==> config.mk <==
export PLATFORM = sky130hd
export DESIGN_NAME = vrp_div
export DESIGN_NICKNAME = d
export VERILOG_FILES = /design/src/rtl/vrp_pkg.sv /design/src/rtl/vrp_div.sv
export SDC_FILE = /design/constraint.sdc
export NUM_CORES = 2
export LEC_CHECK = 0
export ABC_AREA = 0
export BUFFER_PORTS_ARGS = -buffer_cell sky130_fd_sc_hd__clkbuf_2
export CORE_MARGIN = 5
export CORE_UTILIZATION = 60
export DETAILED_ROUTE_END_ITERATION = 12
export HOLD_SLACK_MARGIN = 0.06
export PLACE_DENSITY = 0.85
export SLEW_MARGIN = 20
export SYNTH_ARGS = -nofsm -noshare
export SYNTH_HDL_FRONTEND = slang
export SYNTH_SLANG_ARGS = --single-unit
==> constraint.sdc <==
create_clock -name aclk -period 4.2 [get_ports aclk]
set_input_delay 0.21 -clock aclk [delete_from_list [all_inputs] [get_ports aclk]]
set_output_delay 0.21 -clock aclk [all_outputs]
set_load 0.01 [all_outputs]
==> src/rtl/vrp_pkg.sv <==
// ----------------------------------------------------------------------------
// vrp_pkg
// Shared types, widths and constants for the vertex rotate/project pipeline.
// ----------------------------------------------------------------------------
package vrp_pkg;

    // Fixed-point formats
    localparam int COORD_FRAC_BITS = 12;
    localparam int TRIG_FRAC_BITS  = 14;

    // Port widths
    localparam int COORD_W   = 16;
    localparam int TRIG_W    = 16;
    localparam int DIM_W     = 13;
    localparam int OUT_W     = 16;
    localparam int CFG_DATA_W = 16;
    localparam int CFG_IDX_W = 3;

    // Internal datapath widths
    localparam int PROD_W = COORD_W + TRIG_W;      // x*c style products
    localparam int ROT_W  = PROD_W + 2;            // rotated x', y', z'
    localparam int SUM_W  = ROT_W + 1;             // x'+z', z'-y'
    localparam int NUM_W  = SUM_W + DIM_W;         // scaled numerators
    localparam int DEN_W  = ROT_W + 1;             // |2*z'|
    localparam int QUO_W  = OUT_W + 1;             // quotient magnitude bits
    localparam int CMP_W  = DEN_W + QUO_W;         // divider compare width

    // Pipeline depth: five front stages, divider, output register
    localparam int FRONT_STAGES = 5;
    localparam int DIV_STAGES   = QUO_W + 2;
    localparam int PIPE_DEPTH   = FRONT_STAGES + DIV_STAGES + 1;

    // Register reset values
    localparam logic [TRIG_W-1:0]  COS_RESET  = TRIG_W'(1 << TRIG_FRAC_BITS);
    localparam logic [TRIG_W-1:0]  SIN_RESET  = '0;
    localparam logic [COORD_W-1:0] ZOFF_RESET = COORD_W'(1 << (COORD_FRAC_BITS + 1));
    localparam logic [DIM_W-1:0]   WIDTH_RESET  = DIM_W'(800);
    localparam logic [DIM_W-1:0]   HEIGHT_RESET = DIM_W'(600);

    // Configuration register indexes
    typedef enum logic [CFG_IDX_W-1:0] {
        REG_COS_ANGLE     = 3'd0,
        REG_SIN_ANGLE     = 3'd1,
        REG_Z_OFFSET      = 3'd2,
        REG_SCREEN_WIDTH  = 3'd3,
        REG_SCREEN_HEIGHT = 3'd4
    } cfg_idx_t;

    // Depth status carried alongside each word
    typedef struct packed {
        logic zero;     // z' == 0
        logic bad;      // z' <= 0
    } depth_flag_t;

endpackage

==> src/rtl/vrp_div.sv <==
// ----------------------------------------------------------------------------
// vrp_div
// Pipelined restoring divider, one quotient bit per stage, with signed
// saturation of the truncated quotient to the output width.
// ----------------------------------------------------------------------------
module vrp_div (
    input  logic                        aclk,
    input  logic                        en,
    input  logic [vrp_pkg::NUM_W-1:0]   num,
    input  logic [vrp_pkg::DEN_W-1:0]   den,
    input  logic                        neg,
    output logic signed [vrp_pkg::OUT_W-1:0] quo
);
    import vrp_pkg::*;

    localparam logic [QUO_W-1:0] POS_LIMIT = QUO_W'((1 << (OUT_W - 1)) - 1);
    localparam logic [QUO_W-1:0] NEG_LIMIT = QUO_W'(1 << (OUT_W - 1));

    logic [NUM_W-1:0] rem_reg [0:QUO_W];
    logic [DEN_W-1:0] den_reg [0:QUO_W];
    logic [QUO_W-1:0] quo_reg [0:QUO_W];
    logic             neg_reg [0:QUO_W];
    logic             ovf_reg [0:QUO_W];
    logic signed [OUT_W-1:0] sat_reg;
    logic signed [OUT_W-1:0] sat_next;

    // Entry: quotient would need more than QUO_W bits (also catches den == 0)
    always_ff @(posedge aclk) begin
        if (en) begin
            rem_reg[0] <= num;
            den_reg[0] <= den;
            quo_reg[0] <= '0;
            neg_reg[0] <= neg;
            ovf_reg[0] <= (CMP_W'(num) >= {den, {QUO_W{1'b0}}});
        end
    end

    // One quotient bit per stage, MSB first
    for (genvar k = 0; k < QUO_W; k++) begin : g_step
        localparam int SH = QUO_W - 1 - k;
        logic [CMP_W-1:0] rem_ext;
        logic [CMP_W-1:0] den_sh;
        logic [CMP_W-1:0] diff;
        logic             take;

        assign rem_ext = CMP_W'(rem_reg[k]);
        assign den_sh  = CMP_W'(den_reg[k]) << SH;
        assign diff    = rem_ext - den_sh;
        assign take    = (rem_ext >= den_sh);

        always_ff @(posedge aclk) begin
            if (en) begin
                rem_reg[k+1] <= take ? diff[NUM_W-1:0] : rem_reg[k];
                quo_reg[k+1] <= quo_reg[k] | ({{(QUO_W-1){1'b0}}, take} << SH);
                den_reg[k+1] <= den_reg[k];
                neg_reg[k+1] <= neg_reg[k];
                ovf_reg[k+1] <= ovf_reg[k];
            end
        end
    end

    // Apply sign and clamp to the signed output range
    always_comb begin
        if (!neg_reg[QUO_W]) begin
            if (ovf_reg[QUO_W] || (quo_reg[QUO_W] > POS_LIMIT)) begin
                sat_next = OUT_W'(POS_LIMIT);
            end else begin
                sat_next = quo_reg[QUO_W][OUT_W-1:0];
            end
        end else begin
            if (ovf_reg[QUO_W] || (quo_reg[QUO_W] > NEG_LIMIT)) begin
                sat_next = OUT_W'(NEG_LIMIT);
            end else begin
                sat_next = OUT_W'(-quo_reg[QUO_W]);
            end
        end
    end

    always_ff @(posedge aclk) begin
        if (en) begin
            sat_reg <= sat_next;
        end
    end

    assign quo = sat_reg;

endmodule

==> impl_metrics.env <==
export IMPL_synth_commonest_cells="edfxtp_1, inv_1, a21oi_1"
export IMPL_coreArea_um2=149000
export IMPL_setup_viol=0
export IMPL_worst_pin_slew_ps=1160
export IMPL_routed_via_count=63400
export IMPL_crit_start="den_reg[0][1]"
export IMPL_grt_usage=0.260
export IMPL_dp_slack_ps=-128
export IMPL_antenna_found_initial=2
export IMPL_synth_distinct_cells=87
export IMPL_first_global_vias=64800
export IMPL_yosys_warnings=0
export IMPL_largest_reg_flops=816
export IMPL_fmax_ghz=0.247
export IMPL_whs_ps=148
export IMPL_cts_clk_slew_worst_paths_ps=60
export IMPL_yosys_area_top_type_share=0.539
export IMPL_rsz0062_at_grt="false"
export IMPL_first_pass_iters=6
export IMPL_powerDensity_nw_per_um2=647
export IMPL_slew_headroom=0.218
export IMPL_cts_tree="yes"
export IMPL_cts_max_path_buffers=3
export IMPL_drt_iter0_drc=3926
export IMPL_route_detailed_drc=0
export IMPL_io_pins=102
export IMPL_grt_max_degree=116
export IMPL_cp_max_fo=12
export IMPL_hold_violations=0
export IMPL_slew_violations=0
export IMPL_r2r_end="rem_reg[1][31]"
export IMPL_cts_sinks=1616
export IMPL_min_period_ps=4050
export IMPL_min_from="num[5]"
export IMPL_skew_ps=50.2
export IMPL_yosys_cell_count_top_type="edfxtp_1"
export IMPL_clk_latency_ps=810
export IMPL_synth_edff_count=1616
export IMPL_io_buffer_count=101
export IMPL_cts_max_level=4
export IMPL_die_h_um=397
export IMPL_clockRootBuffer="clkbuf_16"
export IMPL_worstPathRequired_ps=4730
export IMPL_synth_nets=8848
export IMPL_avgViaCountPerCell=5.98
export IMPL_numCtsBuffers=173
export IMPL_netlist_instances=8124
export IMPL_post_drt_wl_per_cell_um=19.6
export IMPL_cts_setup_buffers=0
export IMPL_reg2reg_from="den_reg[0][1]"
export IMPL_hold_path_endpoint="rem_reg[0][5]"
export IMPL_synth_flop_cell="edfxtp_1"
export IMPL_rrSetupSlack_ps=150
export IMPL_finalNonFillerCells=10600
export IMPL_cp_arrival_ps=4580
export IMPL_antenna_left=0
export IMPL_initial_core_util=0.602
export IMPL_crit_type="flop to flop"
export IMPL_grt_overflow=0
export IMPL_status="completed"
export IMPL_synthArstFlopShare=0
export IMPL_min_path_type="input port to flop"
export IMPL_end_kind="flop"
export IMPL_synth_avg_cell_area_um2=11.1
export IMPL_vdd_drop_max_mv=0.380
export IMPL_fin_crit_sh=0.964
export IMPL_hpwl_um=153000
export IMPL_drive_above_1_share=0.0864
export IMPL_worst_r2r_path_depth=12
export IMPL_area_growth_pct=11.6
export IMPL_placed_cells=10200
export IMPL_ys_top_cells_by_area="edfxtp_1, ha_1, a21oi_1"
export IMPL_ys_seq_area_frac=0.539
export IMPL_maxCapViolCount=0
export IMPL_num_rows=142
export IMPL_p_leak_nw=40.6
export IMPL_totalWireLength_um=208000
export IMPL_netlist_area_um2=90000
export IMPL_holdPathStages=2
export IMPL_dieArea_um2=158000
export IMPL_worst_slack_ps=149
export IMPL_die_w_um=397
export IMPL_place_congestion=1.01
export IMPL_ys_ff_latch=1616
export IMPL_p_total_w=0.0650
export IMPL_final_nets=9167
export IMPL_synth_top_cell_by_area="edfxtp_1"
export IMPL_grt_pass1_wl_um=329000
export IMPL_start_kind="flop"
## worst max-delay path, stage by stage (launching register included)
cell	delay, ps
edfxtp_1	400
inv_1	60
ha_1	290
or4b_2	660
nor4_1	550
nand4_1	450
nor4_1	330
buf_4	200
or3_1	120
o21ai_2	80
inv_1	140
buf_12	160
mux2_2	340
## cells by family after synthesis
logic type               share of synthesized area
AO/OA/AOI/OAI                                0.152
flip-flops                                   0.539
XOR/XNOR                                    0.0543
multiplexers                                0.0175
buffers and inverters                       0.0422
adder cells (fa/ha/maj)                     0.0900
AND/OR/NAND/NOR                              0.105
## area by class of cell
type	count	area, um^2
Sequential cell	1616	48500
Multi-Input combinational cell	5499	37800
Clock buffer	206	4470
Antenna cell	8	20.0
Tap cell	2016	2520
Inverter	779	2920
Fill cell	10600	49000
Clock inverter	107	1060
Timing Repair Buffer	374	3080
## repair_timing
item,4_1_cts,5_1_grt
endpoints found under the hold margin,147,0
gates cloned,0,0
hold buffers,85,0
resized for setup,2,9
endpoints found under the setup margin,33,48
## stage by stage
step | utilization | instance area (um^2) | TNS, ps
after floorplan | - | 90000 | 0
after global placement | 0.629 | 94000 | -2200
after detailed placement | 0.629 | 94000 | -2330
after CTS | 0.672 | 100000 | 0
after global routing | 0.672 | 100000 | 0
final | 0.672 | 100000 | 0
## where the power goes
group	leakage, nW	total, W	switching, W	internal, W
clock	2.70	0.0148	0.00641	0.00836
combinational	22.2	0.0258	0.0149	0.0109
sequential	15.7	0.0244	0.00192	0.0224
total	40.6	0.0650	0.0232	0.0417
## worst max path at each step
stage	end	slack (ps)
3_3_place_gp	rem_reg[12][21]	-120
2_1_floorplan	rem_reg[7][10]	600
6_report	rem_reg[1][31]	150
3_5_place_dp	rem_reg[12][27]	-130
5_1_grt	rem_reg[16][45]	8
4_1_cts	rem_reg[12][9]	1
## layer usage
layer | vias up | share of wire | track usage
met5 | - | 0 | 0
met4 | 0 | 0.080 | 0.181
met3 | 745 | 0.036 | 0.0314
met2 | 2005 | 0.54 | 0.502
met1 | 30100 | 0.35 | 0.255
li1 | 30500 | - | -
## layout by cell type, fill, tap and decap left out, types with 41 or more instances in the layout
master	count
a211oi_1	57
a21o_1	308
a21oi_1	737
a31oi_1	64
and3_1	56
buf_4	164
clkbuf_16	174
clkbuf_2	100
dlygate4sd3_1	85
edfxtp_1	1616
ha_1	622
inv_1	775
mux2_2	125
nand2_1	585
nand2b_1	82
nand3_1	120
nand4_1	121
nor2_1	526
nor2b_1	82
nor3_1	103
nor4_1	65
o211ai_1	41
o21a_1	66
o21ai_0	525
o21bai_1	85
o31ai_1	44
xnor2_1	306
xor2_1	252
(Power assumes the default switching activity.)
